`src/rtl/hsvr_pkg.sv`:
```
// Shared constants and types for the HSV to RGB converter.
package hsvr_pkg;

    localparam int FRAC_BITS_DEF = 16;

    // Hue sector: which channel holds the value level and which one ramps.
    typedef enum logic [2:0] {
        SEC_RED_GRN_UP  = 3'd0,
        SEC_GRN_RED_DN  = 3'd1,
        SEC_GRN_BLU_UP  = 3'd2,
        SEC_BLU_GRN_DN  = 3'd3,
        SEC_BLU_RED_UP  = 3'd4,
        SEC_RED_BLU_DN  = 3'd5
    } t_sector;

endpackage

```
`src/rtl/hsvr_pix_if.sv`:
```
// Handshake channel carrying one HSV beat.
interface hsvr_pix_if
    import hsvr_pkg::*;
#(
    parameter int FRAC_BITS = FRAC_BITS_DEF
) ();
    logic                 valid;
    logic                 ready;
    logic [FRAC_BITS-1:0] hue;
    logic [FRAC_BITS:0]   saturation;
    logic [FRAC_BITS:0]   brightness;

    modport source (output valid, output hue, output saturation, output brightness,
                    input ready);
    modport sink   (input valid, input hue, input saturation, input brightness,
                    output ready);
endinterface

```
`src/rtl/hsvr_rgb_if.sv`:
```
// Handshake channel carrying one RGB beat.
interface hsvr_rgb_if
    import hsvr_pkg::*;
#(
    parameter int FRAC_BITS = FRAC_BITS_DEF
) ();
    logic               valid;
    logic               ready;
    logic [FRAC_BITS:0] red;
    logic [FRAC_BITS:0] green;
    logic [FRAC_BITS:0] blue;

    modport source (output valid, output red, output green, output blue, input ready);
    modport sink   (input valid, input red, input green, input blue, output ready);
endinterface

```
`src/rtl/hsv_to_rgb.sv`:
```
// HSV to RGB converter: four register stages, the last is the output register.
// Throughput: one beat per cycle while o_rgb.ready is high; ready runs
// combinationally back from o_rgb.ready through every stage, so an empty
// stage always takes a beat and nothing is lost.
// Reset (i_rst_n low, synchronous) clears all stage valid bits; data is not reset.
module hsv_to_rgb
    import hsvr_pkg::*;
#(
    parameter int FRAC_BITS = FRAC_BITS_DEF
) (
    input  logic        i_clk,
    input  logic        i_rst_n,
    hsvr_pix_if.sink    i_pix,
    hsvr_rgb_if.source  o_rgb
);
    logic                 s1_valid;
    logic                 s1_ready;
    t_sector              s1_sector;
    logic [FRAC_BITS-1:0] s1_frac;
    logic [FRAC_BITS:0]   s1_sat;
    logic [FRAC_BITS:0]   s1_val;

    logic                 s2_valid;
    logic                 s2_ready;
    t_sector              s2_sector;
    logic [FRAC_BITS:0]   s2_val;
    logic [FRAC_BITS:0]   s2_np;
    logic [FRAC_BITS:0]   s2_nq;
    logic [FRAC_BITS:0]   s2_nt;

    logic                 s3_valid;
    logic                 s3_ready;
    t_sector              s3_sector;
    logic [FRAC_BITS:0]   s3_val;
    logic [FRAC_BITS:0]   s3_p;
    logic [FRAC_BITS:0]   s3_q;
    logic [FRAC_BITS:0]   s3_t;

    logic                 r_valid;
    logic [FRAC_BITS:0]   r_red;
    logic [FRAC_BITS:0]   r_green;
    logic [FRAC_BITS:0]   r_blue;
    logic [FRAC_BITS:0]   n_red;
    logic [FRAC_BITS:0]   n_green;
    logic [FRAC_BITS:0]   n_blue;

    hsvr_prep #(.FRAC_BITS(FRAC_BITS)) u_prep (
        .i_clk    (i_clk),
        .i_rst_n  (i_rst_n),
        .i_valid  (i_pix.valid),
        .o_ready  (i_pix.ready),
        .i_hue    (i_pix.hue),
        .i_sat    (i_pix.saturation),
        .i_val    (i_pix.brightness),
        .o_valid  (s1_valid),
        .i_ready  (s1_ready),
        .o_sector (s1_sector),
        .o_frac   (s1_frac),
        .o_sat    (s1_sat),
        .o_val    (s1_val)
    );

    hsvr_ramp #(.FRAC_BITS(FRAC_BITS)) u_ramp (
        .i_clk    (i_clk),
        .i_rst_n  (i_rst_n),
        .i_valid  (s1_valid),
        .o_ready  (s1_ready),
        .i_sector (s1_sector),
        .i_frac   (s1_frac),
        .i_sat    (s1_sat),
        .i_val    (s1_val),
        .o_valid  (s2_valid),
        .i_ready  (s2_ready),
        .o_sector (s2_sector),
        .o_val    (s2_val),
        .o_np     (s2_np),
        .o_nq     (s2_nq),
        .o_nt     (s2_nt)
    );

    hsvr_level #(.FRAC_BITS(FRAC_BITS)) u_level (
        .i_clk    (i_clk),
        .i_rst_n  (i_rst_n),
        .i_valid  (s2_valid),
        .o_ready  (s2_ready),
        .i_sector (s2_sector),
        .i_val    (s2_val),
        .i_np     (s2_np),
        .i_nq     (s2_nq),
        .i_nt     (s2_nt),
        .o_valid  (s3_valid),
        .i_ready  (s3_ready),
        .o_sector (s3_sector),
        .o_val    (s3_val),
        .o_p      (s3_p),
        .o_q      (s3_q),
        .o_t      (s3_t)
    );

    // place the levels on the channels by sector
    always_comb begin
        unique case (s3_sector)
            SEC_RED_GRN_UP: begin
                n_red = s3_val; n_green = s3_t;   n_blue = s3_p;
            end
            SEC_GRN_RED_DN: begin
                n_red = s3_q;   n_green = s3_val; n_blue = s3_p;
            end
            SEC_GRN_BLU_UP: begin
                n_red = s3_p;   n_green = s3_val; n_blue = s3_t;
            end
            SEC_BLU_GRN_DN: begin
                n_red = s3_p;   n_green = s3_q;   n_blue = s3_val;
            end
            SEC_BLU_RED_UP: begin
                n_red = s3_t;   n_green = s3_p;   n_blue = s3_val;
            end
            default: begin
                n_red = s3_val; n_green = s3_p;   n_blue = s3_q;
            end
        endcase
    end

    assign s3_ready = !r_valid || o_rgb.ready;

    always_ff @(posedge i_clk) begin
        if (!i_rst_n) begin
            r_valid <= 1'b0;
        end else if (s3_ready) begin
            r_valid <= s3_valid;
        end
    end

    always_ff @(posedge i_clk) begin
        if (s3_ready) begin
            r_red   <= n_red;
            r_green <= n_green;
            r_blue  <= n_blue;
        end
    end

    assign o_rgb.valid = r_valid;
    assign o_rgb.red   = r_red;
    assign o_rgb.green = r_green;
    assign o_rgb.blue  = r_blue;
endmodule

```
`src/rtl/hsvr_prep.sv`:
```
// Stage 1: clamp saturation and value, split hue*6 into sector and fraction.
module hsvr_prep
    import hsvr_pkg::*;
#(
    parameter int FRAC_BITS = FRAC_BITS_DEF
) (
    input  logic                 i_clk,
    input  logic                 i_rst_n,
    input  logic                 i_valid,
    output logic                 o_ready,
    input  logic [FRAC_BITS-1:0] i_hue,
    input  logic [FRAC_BITS:0]   i_sat,
    input  logic [FRAC_BITS:0]   i_val,
    output logic                 o_valid,
    input  logic                 i_ready,
    output t_sector              o_sector,
    output logic [FRAC_BITS-1:0] o_frac,
    output logic [FRAC_BITS:0]   o_sat,
    output logic [FRAC_BITS:0]   o_val
);
    localparam logic [FRAC_BITS:0] ONE = (FRAC_BITS+1)'(1) << FRAC_BITS;

    logic                 r_valid;
    t_sector              r_sector;
    logic [FRAC_BITS-1:0] r_frac;
    logic [FRAC_BITS:0]   r_sat;
    logic [FRAC_BITS:0]   r_val;
    logic [FRAC_BITS+2:0] n_h6;

    // hue*6 as 4h + 2h
    assign n_h6    = (FRAC_BITS+3)'({i_hue, 2'b00}) + (FRAC_BITS+3)'({i_hue, 1'b0});
    assign o_ready = !r_valid || i_ready;

    always_ff @(posedge i_clk) begin
        if (!i_rst_n) begin
            r_valid <= 1'b0;
        end else if (o_ready) begin
            r_valid <= i_valid;
        end
    end

    always_ff @(posedge i_clk) begin
        if (o_ready) begin
            r_sector <= t_sector'(n_h6[FRAC_BITS+2:FRAC_BITS]);
            r_frac   <= n_h6[FRAC_BITS-1:0];
            r_sat    <= (i_sat > ONE) ? ONE : i_sat;
            r_val    <= (i_val > ONE) ? ONE : i_val;
        end
    end

    assign o_valid  = r_valid;
    assign o_sector = r_sector;
    assign o_frac   = r_frac;
    assign o_sat    = r_sat;
    assign o_val    = r_val;
endmodule

```
`src/rtl/hsvr_ramp.sv`:
```
// Stage 2: form the complements 1-s, 1-s*f and 1-s*(1-f).
module hsvr_ramp
    import hsvr_pkg::*;
#(
    parameter int FRAC_BITS = FRAC_BITS_DEF
) (
    input  logic                 i_clk,
    input  logic                 i_rst_n,
    input  logic                 i_valid,
    output logic                 o_ready,
    input  t_sector              i_sector,
    input  logic [FRAC_BITS-1:0] i_frac,
    input  logic [FRAC_BITS:0]   i_sat,
    input  logic [FRAC_BITS:0]   i_val,
    output logic                 o_valid,
    input  logic                 i_ready,
    output t_sector              o_sector,
    output logic [FRAC_BITS:0]   o_val,
    output logic [FRAC_BITS:0]   o_np,
    output logic [FRAC_BITS:0]   o_nq,
    output logic [FRAC_BITS:0]   o_nt
);
    localparam logic [FRAC_BITS:0] ONE = (FRAC_BITS+1)'(1) << FRAC_BITS;
    localparam int PW = 2*FRAC_BITS + 2;

    logic               r_valid;
    t_sector            r_sector;
    logic [FRAC_BITS:0] r_val;
    logic [FRAC_BITS:0] r_np;
    logic [FRAC_BITS:0] r_nq;
    logic [FRAC_BITS:0] r_nt;
    logic [FRAC_BITS:0] n_inv_f;
    logic [PW-1:0]      n_prod_sf;
    logic [PW-1:0]      n_prod_sg;

    assign n_inv_f   = ONE - {1'b0, i_frac};
    assign n_prod_sf = PW'(i_sat) * PW'({1'b0, i_frac});
    assign n_prod_sg = PW'(i_sat) * PW'(n_inv_f);
    assign o_ready   = !r_valid || i_ready;

    always_ff @(posedge i_clk) begin
        if (!i_rst_n) begin
            r_valid <= 1'b0;
        end else if (o_ready) begin
            r_valid <= i_valid;
        end
    end

    // truncate each product back to FRAC_BITS fraction bits
    always_ff @(posedge i_clk) begin
        if (o_ready) begin
            r_sector <= i_sector;
            r_val    <= i_val;
            r_np     <= ONE - i_sat;
            r_nq     <= ONE - n_prod_sf[2*FRAC_BITS:FRAC_BITS];
            r_nt     <= ONE - n_prod_sg[2*FRAC_BITS:FRAC_BITS];
        end
    end

    assign o_valid  = r_valid;
    assign o_sector = r_sector;
    assign o_val    = r_val;
    assign o_np     = r_np;
    assign o_nq     = r_nq;
    assign o_nt     = r_nt;
endmodule

```
`src/rtl/hsvr_level.sv`:
```
// Stage 3: scale the complements by value to get the p, q and t levels.
module hsvr_level
    import hsvr_pkg::*;
#(
    parameter int FRAC_BITS = FRAC_BITS_DEF
) (
    input  logic               i_clk,
    input  logic               i_rst_n,
    input  logic               i_valid,
    output logic               o_ready,
    input  t_sector            i_sector,
    input  logic [FRAC_BITS:0] i_val,
    input  logic [FRAC_BITS:0] i_np,
    input  logic [FRAC_BITS:0] i_nq,
    input  logic [FRAC_BITS:0] i_nt,
    output logic               o_valid,
    input  logic               i_ready,
    output t_sector            o_sector,
    output logic [FRAC_BITS:0] o_val,
    output logic [FRAC_BITS:0] o_p,
    output logic [FRAC_BITS:0] o_q,
    output logic [FRAC_BITS:0] o_t
);
    localparam int PW = 2*FRAC_BITS + 2;

    logic               r_valid;
    t_sector            r_sector;
    logic [FRAC_BITS:0] r_val;
    logic [FRAC_BITS:0] r_p;
    logic [FRAC_BITS:0] r_q;
    logic [FRAC_BITS:0] r_t;
    logic [PW-1:0]      n_prod_p;
    logic [PW-1:0]      n_prod_q;
    logic [PW-1:0]      n_prod_t;

    assign n_prod_p = PW'(i_val) * PW'(i_np);
    assign n_prod_q = PW'(i_val) * PW'(i_nq);
    assign n_prod_t = PW'(i_val) * PW'(i_nt);
    assign o_ready  = !r_valid || i_ready;

    always_ff @(posedge i_clk) begin
        if (!i_rst_n) begin
            r_valid <= 1'b0;
        end else if (o_ready) begin
            r_valid <= i_valid;
        end
    end

    always_ff @(posedge i_clk) begin
        if (o_ready) begin
            r_sector <= i_sector;
            r_val    <= i_val;
            r_p      <= n_prod_p[2*FRAC_BITS:FRAC_BITS];
            r_q      <= n_prod_q[2*FRAC_BITS:FRAC_BITS];
            r_t      <= n_prod_t[2*FRAC_BITS:FRAC_BITS];
        end
    end

    assign o_valid  = r_valid;
    assign o_sector = r_sector;
    assign o_val    = r_val;
    assign o_p      = r_p;
    assign o_q      = r_q;
    assign o_t      = r_t;
endmodule
```
`src/flat_wrapper.sv`:
```
// flat-port wrapper written by rule: the top's interface ports become plain ports
module hsv_to_rgb_flat import hsvr_pkg::*;
#(
    parameter int FRAC_BITS = FRAC_BITS_DEF
)
  (i_clk, i_rst_n, i_pix_valid, i_pix_hue, i_pix_saturation, i_pix_brightness, i_pix_ready, o_rgb_valid, o_rgb_red, o_rgb_green, o_rgb_blue, o_rgb_ready);
  hsvr_pix_if #(.FRAC_BITS(FRAC_BITS)) i_pix_i ();
  hsvr_rgb_if #(.FRAC_BITS(FRAC_BITS)) o_rgb_i ();
  input  logic i_clk;
  input  logic i_rst_n;
  input wire logic [$bits(i_pix_i.valid)-1:0] i_pix_valid;
  input wire logic [$bits(i_pix_i.hue)-1:0] i_pix_hue;
  input wire logic [$bits(i_pix_i.saturation)-1:0] i_pix_saturation;
  input wire logic [$bits(i_pix_i.brightness)-1:0] i_pix_brightness;
  output wire logic [$bits(i_pix_i.ready)-1:0] i_pix_ready;
  output wire logic [$bits(o_rgb_i.valid)-1:0] o_rgb_valid;
  output wire logic [$bits(o_rgb_i.red)-1:0] o_rgb_red;
  output wire logic [$bits(o_rgb_i.green)-1:0] o_rgb_green;
  output wire logic [$bits(o_rgb_i.blue)-1:0] o_rgb_blue;
  input wire logic [$bits(o_rgb_i.ready)-1:0] o_rgb_ready;
  assign i_pix_i.valid = i_pix_valid;
  assign i_pix_i.hue = i_pix_hue;
  assign i_pix_i.saturation = i_pix_saturation;
  assign i_pix_i.brightness = i_pix_brightness;
  assign i_pix_ready = i_pix_i.ready;
  assign o_rgb_valid = o_rgb_i.valid;
  assign o_rgb_red = o_rgb_i.red;
  assign o_rgb_green = o_rgb_i.green;
  assign o_rgb_blue = o_rgb_i.blue;
  assign o_rgb_i.ready = o_rgb_ready;
  hsv_to_rgb #(.FRAC_BITS(FRAC_BITS)) u_core (.i_clk(i_clk), .i_rst_n(i_rst_n), .i_pix(i_pix_i), .o_rgb(o_rgb_i));
endmodule
```
`config.mk`:
```
export PLATFORM = sky130hd
export DESIGN_NAME = hsv_to_rgb_flat
export DESIGN_NICKNAME = d
export VERILOG_FILES = /design/src/rtl/hsvr_pkg.sv /design/src/rtl/hsvr_pix_if.sv /design/src/rtl/hsvr_rgb_if.sv /design/src/rtl/hsv_to_rgb.sv /design/src/rtl/hsvr_prep.sv /design/src/rtl/hsvr_ramp.sv /design/src/rtl/hsvr_level.sv /design/src/flat_wrapper.sv
export SDC_FILE = /design/constraint.sdc
export NUM_CORES = 2
export LEC_CHECK = 0
export BUFFER_PORTS_ARGS = -buffer_cell sky130_fd_sc_hd__buf_2
export CAP_MARGIN = 20
export CORE_ASPECT_RATIO = 0.7
export CORE_MARGIN = 2
export CORE_UTILIZATION = 59
export DETAILED_ROUTE_END_ITERATION = 8
export PLACE_DENSITY = 0.88
export SLEW_MARGIN = 5
export SYNTH_ARGS = -nofsm -noshare
export SYNTH_HDL_FRONTEND = slang
export SYNTH_SLANG_ARGS = --single-unit
```
`constraint.sdc`:
```
create_clock -name i_clk -period 8.9 [get_ports i_clk]
set_input_delay 0.445 -clock i_clk [delete_from_list [all_inputs] [get_ports i_clk]]
set_output_delay 0.445 -clock i_clk [all_outputs]
set_load 0.02 [all_outputs]
```
==> results by group <==
Logic synthesis
  – Synth area leaders: fa_1 39%, edfxtp_1 13%, ha_1 12%
  – Unique masters post-synth: 79
  – Number of flops mapped to enable cells by yosys: 245
  – Mean post-synth cell area: 9.24 sq um
  – Synth area leader: fa_1
  – Top cell type's share of synthesized area: 0.390
  – Synth Register Bits: 249
  – Top-count cell post-synth: inv_1
  – Most frequent cells after synthesis: 1265 x inv_1, 1080 x nand2_1, 1063 x fa_1
  – Sequential element share of the synthesized area: 0.136
  – Post-Syn Nets: 7562
  – Async S/R FF share, synth: 0
  – Mapped Area: 54500 sq um
  – Yosys Warn Count: 0
  – Gate Count Post-Synth: 5901
  – Ys flop type: edfxtp_1

Setup path
  – CP peak stage delay: 0.53 ns
  – R2R Setup Slk: 0.43 ns
  – Critical Path Sink Type: register
  – CP dominant cell by count: fa_1
  – Required time of the critical path: 9.23 ns
  – CP Class: reg2reg
  – CP max FO: 10
  – Startpoint types: register
  – Worst Path Arrival: 8.80 ns
  – Top delay family on crit path: adder cells
  – CP Buf/Inv Count: 5
  – Slowest stage cell, crit path: fa_1

Placed design
  – Dpl hpwl: 107 mm
  – Port buffer count: 106
  – Placed insts: 7015
  – Gpl congestion: 0.946
  – Placed cell areas: 56200 sq um

Floorplanning
  – Rows: 93
  – Initial Util: 0.594
  – Total core area: 91800 sq um
  – Die Y: 258 um
  – Die footprint: 94900 sq um
  – I/O pin cnt: 107
  – Chip width: 367 um

Finish
  – Area Overhead vs Synth: 5.01%
  – FILL cells: 6749
  – # nets final: 7474
  – Layout cells sized above 1: 0.0518
  – Final Instance Area: 57300 sq um
  – Non-Filler Instances: 7072

Route
  – DRT Pass-1 Iters: 6
  – Vias: 40900
  – Remaining antenna violation count after routing: 0
  – Iter 0 DRT Violations: 4591
  – Via/cell ratio: 5.78
  – # DRC: 0
  – Post-Route WL: 138 mm
  – DR WL/cell: 19.5 um

GRT
  – GRT Total Usage: 0.299
  – First-pass GRT wire length: 227 mm
  – Vias in the first global route: 44500
  – Largest net degree at the start of global routing: 103
  – Initial antenna violation count: 6
  – Grt ovf: 0

Hold path
  – HP Class: in2reg

CTS
  – Clock root cell: clkbuf_16
  – Clock Sinks: 249
  – Postcts setup bufs: 0
  – Clock Path Buffers: 3
  – Clock edge transition at the registers on the reported setup and hold paths: 0.06 ns
  – Worst-skew pair later-pin latency: 0.64 ns
  – CTS Buf Count: 28
  – CTS resizes: 0
  – H-tree Lvls: 1
  – CTS tree: done
  – CTS Hold Bufs: 0

Timing
  – Setup_tns: 0 ns
  – Tcrit/Tclk final: 0.952
  – Crit path time final: 8.47 ns
  – Worst-margin pin slew: 1.23 ns
  – Pins Over Slew Limit: 0
  – Final Hold Violating Endpoints: 0
  – Setup-failing EPs final: 0
  – Peak Freq: 0.118 GHz
  – RSZ-0062 raised after global routing: no
  – Rel. slew slack: 0.182
  – Final clock skew: 0.0562 ns

Outcome
  – Status: complete, no violations

Flow run
  – Max-Cap Viols: 0
==> flip-flops by register name, indices dropped and copies added, names as in the netlist <==
signal                   cells
u_core.o_rgb.blue           17
u_core.u_ramp.o_np          17
u_core.o_rgb.green          17
u_core.o_rgb.red            17
u_core.u_ramp.o_sector       3
u_core.u_ramp.o_nq          17
u_core.u_prep.o_frac        15
u_core.u_prep.o_sat         17
u_core.u_ramp.o_val         17
u_core.u_ramp.o_nt          17
u_core.u_level.o_q          17
u_core.u_level.o_sector      3
u_core.u_level.o_t          17
u_core.u_prep.o_val         17
u_core.u_level.o_val        17
u_core.u_level.o_valid       1
u_core.u_ramp.o_valid        1
u_core.u_prep.o_valid        1
u_core.u_level.o_p          17
u_core.u_prep.o_sector       3
u_core.o_rgb.valid           1
==> cells by family after synthesis <==
| group | after synthesis | synth area share |
|---|---|---|
| AO/OA/AOI/OAI | 358 | 0.0431 |
| XOR/XNOR | 149 | 0.0242 |
| adder cells (fa/ha/maj) | 1607 | 0.515 |
| buffers and inverters | 1581 | 0.109 |
| flip-flops | 249 | 0.136 |
| multiplexers | 57 | 0.0109 |
| AND/OR/NAND/NOR | 1900 | 0.162 |
==> per-stage QoR <==
step,utilization,hold WS [ns],setup slack [ns]
2_1_floorplan,-,0.400,0.398
3_3_place_gp,0.612,0.401,0.560
3_5_place_dp,0.612,0.405,0.350
4_1_cts,0.623,0.0408,0.350
5_1_grt,0.624,0.0512,0.00326
6_report,0.624,0.0462,0.429
==> worst register-to-register path: stages, from the launching register on <==
cell and delay, ns:
edfxtp_1 0.40, nor4_1 0.36, nand2_1 0.18, nor4_2 0.32, xnor2_1 0.34, buf_4 0.29, and2_1 0.17, fa_1 0.50
inv_1 0.05, fa_1 0.53, inv_1 0.05, fa_1 0.50, fa_1 0.43, fa_1 0.53, inv_1 0.06, fa_1 0.48
inv_1 0.05, ha_1 0.27, a21o_1 0.26, a21o_1 0.19, a221oi_1 0.28, nand2_1 0.17, xor2_1 0.19, or3b_1 0.43
or3_1 0.43, o311a_1 0.34, a311oi_2 0.28, xnor2_1 0.13
==> final timing paths <==
| path | end | startpoint | cells after the start |
|---|---|---|---|
| setup / recovery | u_core.u_ramp.o_nt[16] | u_core.u_prep.o_frac[6] | 27 |
| hold / removal | u_core.u_prep.o_valid | i_pix_valid | 3 |
| setup reg to reg | u_core.u_ramp.o_nt[16] | u_core.u_prep.o_frac[6] | 27 |
| hold reg to reg | u_core.u_ramp.o_val[8] | u_core.u_prep.o_val[8] | 0 |
==> cells in the final DEF (no fill, tap or decap), types with 46 or more instances in the layout <==
master / n
inv_1: 1263
nand2_1: 1078
fa_1: 1063
ha_1: 544
and2_1: 458
edfxtp_1: 245
nor2_1: 149
a21oi_1: 115
buf_2: 106
xnor2_1: 99
buf_4: 84
o21ai_0: 58
nor2b_1: 46
xor2_1: 46
==> per-layer routing <==
metal,up-vias,part of all wire,track usage
met2,2573,0.45,0.475
met5,-,0.000080,0
met4,2,0.038,0.100
met1,20200,0.37,0.392
li1,17600,-,-
met3,506,0.14,0.0911
==> layout make-up <==
cell class / count / area (sq um) / share of cell area
Antenna cell: 2 / 5.00 / 0.0000874
Tap cell: 1235 / 1550 / 0.0270
Sequential cell: 249 / 7440 / 0.130
Clock buffer: 28 / 701 / 0.0122
Multi-Input combinational cell: 4071 / 41200 / 0.719
Clock inverter: 24 / 313 / 0.00546
Timing Repair Buffer: 198 / 1320 / 0.0231
Inverter: 1265 / 4750 / 0.0829
Power is left out: the tool's default activity adds up to more than one toggle a clock period on the data nets, which glitch-free logic cannot reach.
